$ cat src/design/sector_health_monitor_defines.svh
// Assertion macros for the sector health monitor.
// Included by the top level; expects clk_i and rst_ni in scope.
`ifndef SECTOR_HEALTH_MONITOR_DEFINES_SVH
`define SECTOR_HEALTH_MONITOR_DEFINES_SVH

// same-cycle implication, checked outside reset
`define SHM_ASSERT_NOW(lbl, ante, cons, msg) \
  lbl: assert property (@(posedge clk_i) disable iff (!rst_ni) (ante) |-> (cons)) \
    else $error(msg);

// next-cycle implication, checked outside reset
`define SHM_ASSERT_NEXT(lbl, ante, cons, msg) \
  lbl: assert property (@(posedge clk_i) disable iff (!rst_ni) (ante) |=> (cons)) \
    else $error(msg);

`endif

$ cat src/design/shm_pkg.sv
// Shared types and constants for the sector health monitor.
// No dependencies; used by shm_ctrl, shm_datapath and the top level.
package shm_pkg;

  localparam int unsigned InDataW  = 112;
  localparam int unsigned OutDataW = 96;
  localparam int unsigned SectorW  = 48;
  localparam int unsigned LatW     = 24;
  localparam int unsigned CrcW     = 32;
  localparam int unsigned GradeW   = 7;
  localparam int unsigned HoursW   = 14;
  localparam int unsigned IntvW    = 26;
  localparam int unsigned QuotW    = 14;  // rate quotient, at most 10000
  localparam int unsigned MulSteps = 5;   // set bits of 10000
  localparam int unsigned CntW     = 4;

  typedef logic [1:0] remap_kind_t;
  localparam remap_kind_t RemapNone = 2'd0;
  localparam remap_kind_t RemapRead = 2'd1;
  localparam remap_kind_t RemapPrev = 2'd2;

  localparam logic [GradeW-1:0] GradeFail = 7'd0;
  localparam logic [GradeW-1:0] GradeSlow = 7'd10;
  localparam logic [GradeW-1:0] GradeLate = 7'd30;
  localparam logic [GradeW-1:0] GradeMarg = 7'd60;
  localparam logic [GradeW-1:0] GradeCap  = 7'd70;
  localparam logic [GradeW-1:0] GradeGood = 7'd100;
  localparam logic [GradeW-1:0] WarnBelow = 7'd50;
  localparam logic [GradeW-1:0] RemapLow  = 7'd20;
  localparam logic [GradeW-1:0] RemapMid  = 7'd40;

  localparam logic [LatW-1:0] LatSlow = 24'd100000;
  localparam logic [LatW-1:0] LatLate = 24'd50000;
  localparam logic [LatW-1:0] LatMarg = 24'd20000;

  localparam logic [CrcW-1:0] CrcZeros = 32'h0000_0000;
  localparam logic [CrcW-1:0] CrcOnes  = 32'hFFFF_FFFF;

  localparam logic [GradeW-1:0] ScoreMax   = 7'd100;
  localparam logic [GradeW-1:0] BaseBad    = 7'd0;
  localparam logic [GradeW-1:0] BasePoor   = 7'd30;
  localparam logic [GradeW-1:0] BaseFair   = 7'd70;
  localparam logic [GradeW-1:0] BaseOk     = 7'd85;
  localparam logic [GradeW-1:0] MinusHigh  = 7'd15;
  localparam logic [GradeW-1:0] MinusMid   = 7'd10;
  localparam logic [GradeW-1:0] MinusLow   = 7'd5;
  localparam logic [QuotW-1:0]  ErrRateHi  = 14'd100;
  localparam logic [QuotW-1:0]  ErrRateMid = 14'd10;
  localparam logic [QuotW-1:0]  ErrRateLo  = 14'd1;
  localparam logic [QuotW-1:0]  WrnRateHi  = 14'd50;
  localparam logic [QuotW-1:0]  WrnRateLo  = 14'd10;

  localparam logic [GradeW-1:0] Band8 = 7'd30;
  localparam logic [GradeW-1:0] Band4 = 7'd50;
  localparam logic [GradeW-1:0] Band2 = 7'd70;
  localparam logic [GradeW-1:0] Band1 = 7'd85;

  localparam logic [HoursW-1:0] HoursMax   = 14'd8760;
  localparam logic [HoursW-1:0] HoursReset = 14'd24;
  localparam logic [IntvW-1:0]  SecPerHour = 26'd3600;

  // 10000 = 2^4 + 2^8 + 2^9 + 2^10 + 2^13
  function automatic logic [3:0] mul_shift(input logic [2:0] idx);
    logic [3:0] s;
    unique case (idx)
      3'd0:    s = 4'd4;
      3'd1:    s = 4'd8;
      3'd2:    s = 4'd9;
      3'd3:    s = 4'd10;
      default: s = 4'd13;
    endcase
    return s;
  endfunction

  typedef struct packed {
    logic       take;
    logic       mul_step;
    logic [2:0] mul_idx;
    logic       div_step;
    logic       save_rate;
    logic       pass;       // 0: error rate, 1: warning rate
    logic       score;
    logic       emit;
  } shm_cmd_t;

  typedef struct packed {
    logic out_free;
  } shm_sts_t;

endpackage

$ cat src/design/shm_ctrl.sv
// Sequencer of the sector health monitor: input handshake and the
// multiply/divide schedule of the end-of-pass rescoring. Uses shm_pkg.
module shm_ctrl (
  input  logic                clk_i,
  input  logic                rst_ni,
  input  logic                in_valid_i,
  input  logic                in_last_i,
  output logic                in_ready_o,
  input  shm_pkg::shm_sts_t   sts_i,
  output shm_pkg::shm_cmd_t   cmd_o
);

  typedef enum logic [5:0] {
    StIdle  = 6'b000001,
    StMul   = 6'b000010,
    StDiv   = 6'b000100,
    StSave  = 6'b001000,
    StScore = 6'b010000,
    StEmit  = 6'b100000
  } state_e;

  state_e                   state_q, state_d;
  logic [shm_pkg::CntW-1:0] cnt_q, cnt_d;
  logic                     pass_q, pass_d;

  assign in_ready_o = (state_q == StIdle);

  always_comb begin
    state_d = state_q;
    cnt_d   = cnt_q;
    pass_d  = pass_q;
    cmd_o   = '0;
    cmd_o.pass    = pass_q;
    cmd_o.mul_idx = cnt_q[2:0];
    unique case (state_q)
      StIdle: begin
        if (in_valid_i) begin
          cmd_o.take = 1'b1;
          cnt_d      = '0;
          pass_d     = 1'b0;
          state_d    = in_last_i ? StMul : StEmit;
        end
      end
      StMul: begin
        cmd_o.mul_step = 1'b1;
        if (cnt_q == shm_pkg::CntW'(shm_pkg::MulSteps - 1)) begin
          cnt_d   = '0;
          state_d = StDiv;
        end else begin
          cnt_d = cnt_q + 1'b1;
        end
      end
      StDiv: begin
        cmd_o.div_step = 1'b1;
        if (cnt_q == shm_pkg::CntW'(shm_pkg::QuotW - 1)) begin
          state_d = StSave;
        end else begin
          cnt_d = cnt_q + 1'b1;
        end
      end
      StSave: begin
        cmd_o.save_rate = 1'b1;
        cnt_d = '0;
        if (pass_q) begin
          state_d = StScore;
        end else begin
          pass_d  = 1'b1;
          state_d = StMul;
        end
      end
      StScore: begin
        cmd_o.score = 1'b1;
        state_d     = StEmit;
      end
      StEmit: begin
        if (sts_i.out_free) begin
          cmd_o.emit = 1'b1;
          state_d    = StIdle;
        end
      end
      default: state_d = StIdle;
    endcase
  end

  always_ff @(posedge clk_i or negedge rst_ni) begin
    if (!rst_ni) begin
      state_q <= StIdle;
      cnt_q   <= '0;
      pass_q  <= 1'b0;
    end else begin
      state_q <= state_d;
      cnt_q   <= cnt_d;
      pass_q  <= pass_d;
    end
  end

endmodule

$ cat src/design/shm_datapath.sv
// Datapath of the sector health monitor: grading, counters, shift-add
// multiply and restoring divide for rates, score, interval, output register.
// Uses shm_pkg; driven by shm_ctrl.
module shm_datapath #(
  parameter int unsigned CountW = 40
) (
  input  logic                               clk_i,
  input  logic                               rst_ni,
  input  shm_pkg::shm_cmd_t                  cmd_i,
  output shm_pkg::shm_sts_t                  sts_o,
  input  logic [shm_pkg::InDataW-1:0]        in_data_i,
  input  logic                               cfg_we_i,
  input  logic [shm_pkg::HoursW-1:0]         cfg_wdata_i,
  input  logic                               out_ready_i,
  output logic                               out_valid_o,
  output logic [shm_pkg::OutDataW-1:0]       out_data_o,
  output shm_pkg::remap_kind_t               out_kind_o
);

  localparam int unsigned AccW = CountW + shm_pkg::QuotW;
  localparam int unsigned QW   = shm_pkg::QuotW;

  // input word fields
  logic                        in_failed;
  logic [shm_pkg::LatW-1:0]    in_lat;
  logic [shm_pkg::CrcW-1:0]    in_crc;
  logic                        in_coin;
  logic [shm_pkg::SectorW-1:0] in_sector;

  assign in_failed = in_data_i[0];
  assign in_lat    = in_data_i[24:1];
  assign in_crc    = in_data_i[56:25];
  assign in_coin   = in_data_i[57];
  assign in_sector = in_data_i[105:58];

  // per-sector grading
  logic [shm_pkg::GradeW-1:0] grade;
  logic                       warn;
  shm_pkg::remap_kind_t       kind;

  always_comb begin
    warn = 1'b0;
    kind = shm_pkg::RemapNone;
    if (in_failed) begin
      grade = shm_pkg::GradeFail;
      kind  = shm_pkg::RemapRead;
    end else begin
      priority if (in_lat > shm_pkg::LatSlow) grade = shm_pkg::GradeSlow;
      else if (in_lat > shm_pkg::LatLate)     grade = shm_pkg::GradeLate;
      else if (in_lat > shm_pkg::LatMarg)     grade = shm_pkg::GradeMarg;
      else                                    grade = shm_pkg::GradeGood;
      if ((in_crc == shm_pkg::CrcZeros || in_crc == shm_pkg::CrcOnes) &&
          grade > shm_pkg::GradeCap) begin
        grade = shm_pkg::GradeCap;
      end
      if (grade < shm_pkg::WarnBelow) begin
        warn = 1'b1;
        if (grade < shm_pkg::RemapLow || (grade < shm_pkg::RemapMid && in_coin)) begin
          kind = shm_pkg::RemapPrev;
        end
      end
    end
  end

  // item registers
  logic [shm_pkg::GradeW-1:0]  grade_q;
  logic                        fail_q, warn_q;
  shm_pkg::remap_kind_t        kind_q;
  logic [shm_pkg::SectorW-1:0] addr_q;

  always_ff @(posedge clk_i) begin
    if (cmd_i.take) begin
      grade_q <= grade;
      fail_q  <= in_failed;
      warn_q  <= warn;
      kind_q  <= kind;
      addr_q  <= (kind != shm_pkg::RemapNone) ? in_sector : '0;
    end
  end

  // saturating counters, health score, scan hours
  logic [CountW-1:0]          scan_q, err_q, wrn_q;
  logic [shm_pkg::GradeW-1:0] health_q, health_d;
  logic [shm_pkg::HoursW-1:0] hours_q;

  always_ff @(posedge clk_i or negedge rst_ni) begin
    if (!rst_ni) begin
      scan_q   <= '0;
      err_q    <= '0;
      wrn_q    <= '0;
      health_q <= shm_pkg::ScoreMax;
      hours_q  <= shm_pkg::HoursReset;
    end else begin
      if (cmd_i.take) begin
        if (!(&scan_q)) scan_q <= scan_q + 1'b1;
        if (in_failed && !(&err_q)) err_q <= err_q + 1'b1;
        if (warn && !(&wrn_q)) wrn_q <= wrn_q + 1'b1;
      end
      if (cmd_i.score) health_q <= health_d;
      if (cfg_we_i) hours_q <= cfg_wdata_i;
    end
  end

  // rate = floor(n * 10000 / scanned): shift-add multiply, then 14 divide steps
  logic [AccW-1:0]   acc_q, acc_d;
  logic [CountW-1:0] num;
  logic [CountW:0]   top, diff;
  logic              ge;

  assign num  = cmd_i.pass ? wrn_q : err_q;
  assign top  = acc_q[AccW-1:QW-1];
  assign diff = top - {1'b0, scan_q};
  assign ge   = ~diff[CountW];

  always_comb begin
    acc_d = acc_q;
    if (cmd_i.mul_step) begin
      acc_d = ((cmd_i.mul_idx == 3'd0) ? '0 : acc_q) +
              (AccW'(num) << shm_pkg::mul_shift(cmd_i.mul_idx));
    end else if (cmd_i.div_step) begin
      // remainder in the top bits, quotient shifts in at the bottom
      acc_d = {(ge ? diff[CountW-1:0] : top[CountW-1:0]), acc_q[QW-2:0], ge};
    end
  end

  logic [QW-1:0] err_rate_q, wrn_rate_q;

  always_ff @(posedge clk_i) begin
    acc_q <= acc_d;
    if (cmd_i.save_rate) begin
      if (cmd_i.pass) wrn_rate_q <= acc_q[QW-1:0];
      else            err_rate_q <= acc_q[QW-1:0];
    end
  end

  // device score
  logic [shm_pkg::GradeW-1:0] base, minus;

  always_comb begin
    base  = shm_pkg::ScoreMax;
    minus = '0;
    if (err_q != '0) begin
      priority if (err_rate_q > shm_pkg::ErrRateHi) base = shm_pkg::BaseBad;
      else if (err_rate_q > shm_pkg::ErrRateMid)    base = shm_pkg::BasePoor;
      else if (err_rate_q > shm_pkg::ErrRateLo)     base = shm_pkg::BaseFair;
      else                                          base = shm_pkg::BaseOk;
    end
    if (wrn_q != '0) begin
      priority if (wrn_rate_q > shm_pkg::WrnRateHi) minus = shm_pkg::MinusHigh;
      else if (wrn_rate_q > shm_pkg::WrnRateLo)     minus = shm_pkg::MinusMid;
      else                                          minus = shm_pkg::MinusLow;
    end
    if (scan_q == '0)        health_d = shm_pkg::ScoreMax;
    else if (base > minus)   health_d = base - minus;
    else                     health_d = '0;
  end

  // next scan interval
  logic [shm_pkg::HoursW-1:0] hours_c;
  logic [shm_pkg::IntvW-1:0]  secs, intv;

  assign hours_c = (hours_q > shm_pkg::HoursMax) ? shm_pkg::HoursMax : hours_q;
  assign secs    = shm_pkg::IntvW'(hours_c) * shm_pkg::SecPerHour;

  always_comb begin
    priority if (health_q < shm_pkg::Band8) intv = secs >> 3;
    else if (health_q < shm_pkg::Band4)     intv = secs >> 2;
    else if (health_q < shm_pkg::Band2)     intv = secs >> 1;
    else if (health_q < shm_pkg::Band1)     intv = secs;
    else                                    intv = secs << 1;
  end

  // output register
  logic                         out_vld_q;
  logic [shm_pkg::OutDataW-1:0] out_data_q;
  shm_pkg::remap_kind_t         out_kind_q;

  always_ff @(posedge clk_i or negedge rst_ni) begin
    if (!rst_ni) begin
      out_vld_q <= 1'b0;
    end else if (cmd_i.emit) begin
      out_vld_q <= 1'b1;
    end else if (out_ready_i) begin
      out_vld_q <= 1'b0;
    end
  end

  always_ff @(posedge clk_i) begin
    if (cmd_i.emit) begin
      out_data_q <= {6'd0, intv, health_q, addr_q, warn_q, fail_q, grade_q};
      out_kind_q <= kind_q;
    end
  end

  assign sts_o.out_free = !out_vld_q || out_ready_i;
  assign out_valid_o    = out_vld_q;
  assign out_data_o     = out_data_q;
  assign out_kind_o     = out_kind_q;

endmodule

$ cat src/design/sector_health_monitor.sv
// Channel   Dir  Handshake                 Contents
// s_axis    in   s_axis_tvalid/tready      probed sector word, tlast = end of pass
// m_axis    out  m_axis_tvalid/tready      graded result word, tuser = remap kind
// cfg       in   cfg_we_i                  scan interval in hours
//
// One word at a time. A word without end-of-pass is taken, then emitted into
// the result register. An end-of-pass word first runs two rate computations,
// each a 5-step shift-add multiply by 10000 and a 14-step restoring divide on
// one shared accumulator, then a score step. The result register frees the
// input side; a stalled output holds the next word only at its final step.
// Reset is asynchronous; counters clear, score returns to 100, interval to 24 hours.
// Top level; uses shm_pkg, shm_ctrl, shm_datapath.
`include "sector_health_monitor_defines.svh"

module sector_health_monitor #(
  parameter int unsigned COUNT_WIDTH = 40
) (
  input  logic         clk_i,
  input  logic         rst_ni,
  input  logic         s_axis_tvalid,
  output logic         s_axis_tready,
  // [0] read_failed, [24:1] read_latency, [56:25] page_crc, [57] coin,
  // [105:58] sector_number, [111:106] zero
  input  logic [111:0] s_axis_tdata,
  input  logic         s_axis_tlast,
  output logic         m_axis_tvalid,
  input  logic         m_axis_tready,
  // [6:0] sector_grade, [7] counted_error, [8] counted_warning,
  // [56:9] remap_address, [63:57] device_score, [89:64] interval_seconds,
  // [95:90] zero
  output logic [95:0]  m_axis_tdata,
  // [1:0] remap_kind
  output logic [1:0]   m_axis_tuser,
  input  logic         cfg_we_i,
  input  logic [13:0]  cfg_wdata_i
);

  shm_pkg::shm_cmd_t cmd;
  shm_pkg::shm_sts_t sts;

  shm_ctrl u_ctrl (
    .clk_i      (clk_i),
    .rst_ni     (rst_ni),
    .in_valid_i (s_axis_tvalid),
    .in_last_i  (s_axis_tlast),
    .in_ready_o (s_axis_tready),
    .sts_i      (sts),
    .cmd_o      (cmd)
  );

  shm_datapath #(
    .CountW (COUNT_WIDTH)
  ) u_datapath (
    .clk_i       (clk_i),
    .rst_ni      (rst_ni),
    .cmd_i       (cmd),
    .sts_o       (sts),
    .in_data_i   (s_axis_tdata),
    .cfg_we_i    (cfg_we_i),
    .cfg_wdata_i (cfg_wdata_i),
    .out_ready_i (m_axis_tready),
    .out_valid_o (m_axis_tvalid),
    .out_data_o  (m_axis_tdata),
    .out_kind_o  (m_axis_tuser)
  );

  // result word fields seen by the checks below
  logic                        in_fire;
  logic                        out_plain;
  logic                        out_failed;
  logic                        out_fail_ok;
  logic [shm_pkg::SectorW-1:0] out_addr;
  logic [shm_pkg::GradeW-1:0]  out_score;

  assign in_fire     = s_axis_tvalid && s_axis_tready;
  assign out_plain   = m_axis_tvalid && (m_axis_tuser == shm_pkg::RemapNone);
  assign out_failed  = m_axis_tvalid && m_axis_tdata[7];
  assign out_fail_ok = (m_axis_tdata[6:0] == shm_pkg::GradeFail) &&
                       (m_axis_tuser == shm_pkg::RemapRead);
  assign out_addr    = m_axis_tdata[56:9];
  assign out_score   = m_axis_tdata[63:57];

  `SHM_ASSERT_NEXT(a_one_word_in_flight, in_fire, !s_axis_tready, "accepted a word while busy")
  `SHM_ASSERT_NOW(a_no_remap_no_addr, out_plain, out_addr == '0, "remap address without remap")
  `SHM_ASSERT_NOW(a_error_grade, out_failed, out_fail_ok, "read error not graded as failure")
  `SHM_ASSERT_NOW(a_score_range, m_axis_tvalid, out_score <= shm_pkg::ScoreMax, "score out of range")

endmodule

$ cat config.mk
export PLATFORM = sky130hd
export DESIGN_NAME = sector_health_monitor
export DESIGN_NICKNAME = d
export VERILOG_FILES = /design/src/design/shm_pkg.sv /design/src/design/shm_ctrl.sv /design/src/design/shm_datapath.sv /design/src/design/sector_health_monitor.sv
export VERILOG_INCLUDE_DIRS = /design/src /design/src/design
export SDC_FILE = /design/constraint.sdc
export NUM_CORES = 1
export LEC_CHECK = 0
export BUFFER_PORTS_ARGS = -buffer_cell sky130_fd_sc_hd__buf_2
export CAP_MARGIN = 15
export CORE_MARGIN = 2
export CORE_UTILIZATION = 55
export CTS_CLUSTER_DIAMETER = 40
export DETAILED_ROUTE_END_ITERATION = 8
export PLACE_DENSITY = 0.77
export SLEW_MARGIN = 20
export SYNTH_ARGS = -nofsm -noshare
export SYNTH_HDL_FRONTEND = slang
export SYNTH_SLANG_ARGS = --single-unit
export TNS_END_PERCENT = 5
$ cat constraint.sdc
create_clock -name clk_i -period 5.5 [get_ports clk_i]
set_clock_uncertainty 0.2 [all_clocks]
set_input_delay 0.55 -clock clk_i [delete_from_list [all_inputs] [get_ports clk_i]]
set_output_delay 0.55 -clock clk_i [all_outputs]
set_load 0.02 [all_outputs]
Word-level counts from Yosys, hierarchy flattened
Cells that the tools add are included.
{"block": "totals", "ff_bits": 386, "in_bits": 132, "output_inout_bits": 100}
{"block": "classes", "addsub": 7, "n_mul": 1, "magnitude_cmp": 18, "n_eq_ne": 17, "n_shift": 1, "mux": 55, "bitwise": 3, "n_reduce_logical": 33}
{"operator": "$mux 54", "count": 3}
{"operator": "$add 40x1->40 const B", "count": 3}
{"operator": "$reduce_and 40->1", "count": 3}
{"operator": "$mux 7", "count": 13}
{"operator": "$mux 40", "count": 2}
{"operator": "$reduce_bool 40->1", "count": 2}
{"operator": "$add 54x54->54", "count": 1}
{"operator": "$shl 40x4->54", "count": 1}
{"operator": "$sub 41x40->41", "count": 1}
{"operator": "$logic_not 40->1", "count": 1}
{"operator": "$pmux 6 s6", "count": 1}
{"operator": "$eq 32x32->1 const B", "count": 1}
{"operator": "$logic_not 32->1", "count": 1}
{"operator": "$pmux 4 s4", "count": 2}
{"operator": "$mux 6", "count": 5}
{"operator": "$gt 14x4->1 const B", "count": 2}
{"operator": "$mux 26", "count": 1}
{"operator": "$mux 25", "count": 1}
{"operator": "$gt 24x15->1 const B", "count": 1}
{"operator": "$gt 24x16->1 const B", "count": 1}
{"operator": "$gt 24x17->1 const B", "count": 1}
{"operator": "$mux 24", "count": 1}
{"operator": "$mux 23", "count": 1}
{"operator": "$mul 14x8->22 const B", "count": 1}
{"operator": "other kinds (41)", "count": 85}

Longest topological paths before layout
{"block": "logic_depth", "ltp_word": 16, "depth_mapped": 25, "depth_no_buf": 23}

Modules after synthesis
Synthesis repeated with hierarchy kept, for this count alone.
{"block": "unflattened", "cells_unflattened": 2729, "hier_area_um2": 26978.4}
{"module": "shm_datapath", "n_inst": 1, "cells_each": 2647, "area_per_inst_um2": 26160.1}
{"module": "shm_ctrl", "n_inst": 1, "cells_each": 82, "area_per_inst_um2": 818.3}

Worst setup path after synthesis
Ideal clock, no wire load.
{"block": "synth_path", "path_type": "register to register", "startpoint": "reg u_datapath.hours_q[5] (netlist bit)", "endpoint": "reg u_datapath.out_data_q, in the netlist u_datapath.out_data_o[89], data pin", "setup_ns": 0.254, "arrival_time_ns": 5.554, "required_time_ns": 5.046, "slack_ns": -0.508, "stages_incl_launch_ff": 25, "period_less_slack_ns": 6.008, "path_cell_list": "dfrtp_1 > clkbuf_1 > and2_1 > o311ai_0 > a21boi_0 > o41ai_1 > clkbuf_1 > nand2_1 > fa_1 > inv_1 > ha_1 > inv_1 > fa_1 > inv_1 > ha_1 > ha_1 > o21a_1 > nor2_1 > nor2b_1 > o22ai_1 > a2111o_1 > nand3_1 > nor3b_1 > nor2_1 > o21a_1"}
{"block": "synth_via", "elab_chain_len": 4}
{"item": "start, declared", "line": "shm_datapath.sv:84", "text": "logic [shm_pkg::HoursW-1:0] hours_q;"}
{"item": "start signal, assigned", "line": "shm_datapath.sv:92", "text": "hours_q <= shm_pkg::HoursReset;"}
{"item": "start signal, assigned", "line": "shm_datapath.sv:100", "text": "if (cfg_we_i) hours_q <= cfg_wdata_i;"}
{"item": "$gt 14x14->1", "line": "shm_datapath.sv:162", "text": "assign hours_c = (hours_q > shm_pkg::HoursMax) ? shm_pkg::HoursMax : hours_q;"}
{"item": "$mux 14 *", "line": "shm_datapath.sv:162"}
{"item": "$mul 14x8->22 *", "line": "shm_datapath.sv:163", "text": "assign secs = shm_pkg::IntvW'(hours_c) * shm_pkg::SecPerHour;"}
{"item": "$mux 26 *", "line": "shm_datapath.sv:169", "text": "else if (health_q < shm_pkg::Band1) intv = secs;"}
{"item": "end signal, assigned", "line": "shm_datapath.sv:190", "text": "out_data_q <= {6'd0, intv, health_q, addr_q, warn_q, fail_q, grade_q};"}
{"item": "end, declared", "line": "shm_datapath.sv:175", "text": "logic [shm_pkg::OutDataW-1:0] out_data_q;"}
Mark *: on every way between the ends. The rest lies on a longest branch, timed or not.
A chain may end at the register's enable or synchronous reset.

Worst setup path in the final report
{"block": "layout_path", "startpoint": "reg u_datapath.hours_q[4] (netlist bit)", "endpoint": "reg u_datapath.out_data_q, in the netlist u_datapath.out_data_o[86], data pin"}
{"block": "layout_via", "elab_chain_len": 7}
{"item": "$gt 14x14->1", "line": "shm_datapath.sv:162"}
{"item": "$mux 14 *", "line": "shm_datapath.sv:162"}
{"item": "$mul 14x8->22 *", "line": "shm_datapath.sv:163"}
{"item": "$mux 26", "line": "shm_datapath.sv:169"}
{"item": "$mux 25", "line": "shm_datapath.sv:168", "text": "else if (health_q < shm_pkg::Band2) intv = secs >> 1;"}
{"item": "$mux 24", "line": "shm_datapath.sv:167", "text": "else if (health_q < shm_pkg::Band4) intv = secs >> 2;"}
{"item": "$mux 23 *", "line": "shm_datapath.sv:166", "text": "priority if (health_q < shm_pkg::Band8) intv = secs >> 3;"}
{"item": "net u_datapath.intv, one bit", "line": "shm_datapath.sv:160", "text": "logic [shm_pkg::IntvW-1:0] secs, intv;"}
The timed path passes the listed nets; every way through them passes the cells marked *.

==> results_dict.tcl <==
set metrics [dict create \
    synth_ff_type "edfxtp_1" \
    die_w_um 225.2 \
    ys_seq_elements 381 \
    rsz0062_at_grt "true" \
    synth_fa_ha_area_frac 0.08893 \
    hold_start "s_axis_tdata[73]" \
    critPathKind "reg2reg" \
    synth-edff-count 228 \
    fmax_mhz 183.4 \
    finalHoldViolations 0 \
    cts_made_buffers 66 \
    layout.area.seq_um2 10680 \
    synthMuxAreaShare 0.07847 \
    ys_types 105 \
    drc 0 \
    worst_slew_pin_slew_ps 1025 \
    min_period_ps 5452 \
    powerDensity_nw_per_um2 452.1 \
    yosys-top-cells-count "nand2_1 (320), edfxtp_1 (228), ha_1 (164)" \
    gp_congestion 0.9337 \
    pwr-share-comb 0.423 \
    wl_um 75280 \
    crit_required_ps 5620 \
    seq_area_frac_synth 0.3971 \
    p_int_mw 8.947 \
    final_area_um2 32030 \
    initialDrtViolationCount 2145 \
    track_usage 0.2929 \
    clock_path_buffers 3 \
    fillers 3723 \
    power.share.sequential 0.287 \
    min_period_over_period 0.9912 \
    layout.nets 3366 \
    slew_viol_final 0 \
    grt_pass1_vias 22700 \
    antenna_found_initial 6 \
    die_height_um 225.2 \
    cp-startpoint "u_datapath.hours_q[4]" \
    synth_compound_gate_area_share 0.1301 \
    post_dp_cell_area_um2 29160 \
    status "completed" \
    clk_latency_ps 610 \
    wl_per_cell_um 20.17 \
    layout-drive-gt1-share 0.1942 \
    dr.pass1.iters 6 \
    syn2layout_area_growth_pct 19.06 \
    cts-root-buf "clkbuf_16" \
    setup_ws_ps 48.35 \
    hold_class "in2reg" \
    die-area_um2 50690 \
    portBuffers 217 \
    initial_core_util 0.5530 \
    multiInputGateArea_um2 15530 \
    cts.sink_count 381 \
    clkTransAtPathRegs_ps 60 \
    ir_worst_vdd_mv 0.3063 \
    fp-row-count 81 \
    switching_share 0.3821 \
    synth_top_family_by_area "simple AND/OR/NAND/NOR gates" \
    cts.htree.levels 3 \
    relSlewSlack 0.3112 \
    yosys.area_share.simple 0.1992 \
    grt.overflow.total 0 \
    synth_cells 2748 \
    endpoint_kind "flip-flop" \
    synth_top_area_share 0.2545 \
    clkPwrFrac 0.289 \
    via_per_inst 6.163 \
    leakage_nw 13.40 \
    grt_max_degree 62 \
    setup_tns_ps 0 \
    synth_area_leaders "edfxtp_1 (25%), dfrtp_1 (14%), ha_1 (7.6%), xnor2_1 (4.7%), nand2_1 (4.5%)" \
    postSynth.asyncResetShare 0.4016 \
    p_total_mw 14.48 \
    dp_hpwl_um 55400 \
    ant_nets 0 \
    cts_tree "done" \
    coreArea_um2 48650 \
    vias 23010 \
    cp_data_arrival_time_ps 5570 \
    syn_area_per_cell_um2 9.789 \
    netlist_area_um2 26900 \
    setup_viol 0 \
    finish.utilization 0.6584 \
    post-place-ws_ps -378.8 \
    synth_most_common_cell "nand2_1" \
    crit_fanout 4 \
    switchingPower_mw 5.533 \
    yosys.area.top_type "edfxtp_1" \
    synth_warnings 0 \
    critPathLaunchType "flip-flop" \
    grt_pass1_wl_um 118100 \
    synth_xor_area_frac 0.06805 \
    cap_violations 0 \
    ios 232 \
    regToRegStartpoint "u_datapath.hours_q[4]" \
]
logic make-up after synthesis:
group,count (synthesis)
compound gates,526
xor+xnor,209
fa+ha+maj,181
buf+inv,248
flops,381
mux,160
other cells,1
simple gates,1042
what timing repair did:
| item | in CTS | in global routing |
|---|---|---|
| pin swaps | 9 | 20 |
| setup endpoints to repair | 11 | 29 |
| hold endpoints to repair | 68 | 0 |
| resized for setup | 14 | 44 |
| hold buffers | 25 | 0 |
| gates cloned | 0 | 0 |
| buffers inserted | 3 | 2 |
area by class of cell:
type | instances | area share
Multi-Input combinational cell | 2126 | 0.4850
Sequential cell | 381 | 0.3335
Timing Repair Buffer | 355 | 0.07047
Clock buffer | 73 | 0.05395
Tap cell | 622 | 0.02430
Clock inverter | 47 | 0.01781
Inverter | 123 | 0.01442
Antenna cell | 6 | 0.0004688
flip-flops by register name, summed over array words and instances, names as in the netlist, 2 cells and up:
| register | flops |
|---|---|
| u_ctrl.cnt_q | 4 |
| u_datapath.wrn_rate_q | 14 |
| u_datapath.err_rate_q | 14 |
| u_datapath.grade_q | 6 |
| u_datapath.hours_q | 14 |
| u_datapath.kind_q | 2 |
| u_datapath.health_q | 7 |
| u_datapath.acc_q | 54 |
| u_datapath.err_q | 40 |
| u_datapath.scan_q | 40 |
| u_datapath.wrn_q | 40 |
| u_datapath.out_data_o | 87 |
| u_datapath.out_kind_o | 2 |
| u_ctrl.state_q | 6 |
| u_datapath.addr_q | 48 |
routing by layer:
layer | share of wire | track usage
met1 | 0.39 | 0.3604
met5 | 0.00024 | 0
met2 | 0.48 | 0.4926
met3 | 0.076 | 0.05619
met4 | 0.046 | 0.1483
path summary, 6_finish.rpt:
kind	end	slack, ps	cells past startpoint
min in group asynchronous	u_datapath.err_q[31]	280	2
min	u_datapath.addr_q[15]	30	2
max reg2reg	u_datapath.out_data_o[86]	50	23
max in group asynchronous	u_datapath.scan_q[14]	3570	3
min reg2reg	u_datapath.out_data_o[43]	210	0
max	u_datapath.out_data_o[86]	50	23
power by group through the flow:
stage                     sequential (mW)  clock, mW  combinational, mW
after floorplan                      4.19          0               4.02
after global placement               4.17          0               5.68
after detailed placement             4.19          0               5.84
after CTS                            4.14       4.25               5.94
after global routing                 4.20       4.39               6.73
final                                4.16       4.19               6.13
worst max-delay path: stages (launching register included):
cell and delay [ps]:
dfstp_2 520, and2_4 150, o311ai_4 110, a21boi_2 210
buf_4 140, o41a_1 160, buf_4 140, nor2_1 50
ha_1 210, or3_4 420, ha_4 280, fa_1 410
ha_1 320, ha_1 230, or3_4 400, nor3_2 140
o21ai_2 90, nand2_1 60, o2111a_1 240, a21oi_1 80
xor2_1 180, buf_4 160, a22oi_1 140, o211ai_1 110
layout by cell type, fill, tap and decap left out, types with 39 or more instances in the layout:
| master | n |
|---|---|
| inv_1 | 121 |
| dfrtp_1 | 147 |
| nor3_1 | 72 |
| a21oi_1 | 118 |
| nor4_1 | 52 |
| mux4_2 | 39 |
| xor2_1 | 64 |
| and2_1 | 125 |
| mux2i_1 | 98 |
| xnor2_1 | 145 |
| buf_2 | 216 |
| clkbuf_16 | 66 |
| buf_4 | 107 |
| nand3_1 | 75 |
| nand4_1 | 63 |
| nor2_1 | 152 |
| ha_1 | 159 |
| edfxtp_1 | 228 |
| nand2_1 | 318 |
| o21ai_0 | 118 |
per-stage QoR:
step | hold slack (ps) | std cells
after floorplan | 54.41 | 2755
after global placement | 201.0 | 3577
after detailed placement | 205.2 | 3577
after CTS | 0.7166 | 3725
after global routing | 17.71 | 3733
final | 28.53 | 3733
(Power assumes the default switching activity.)
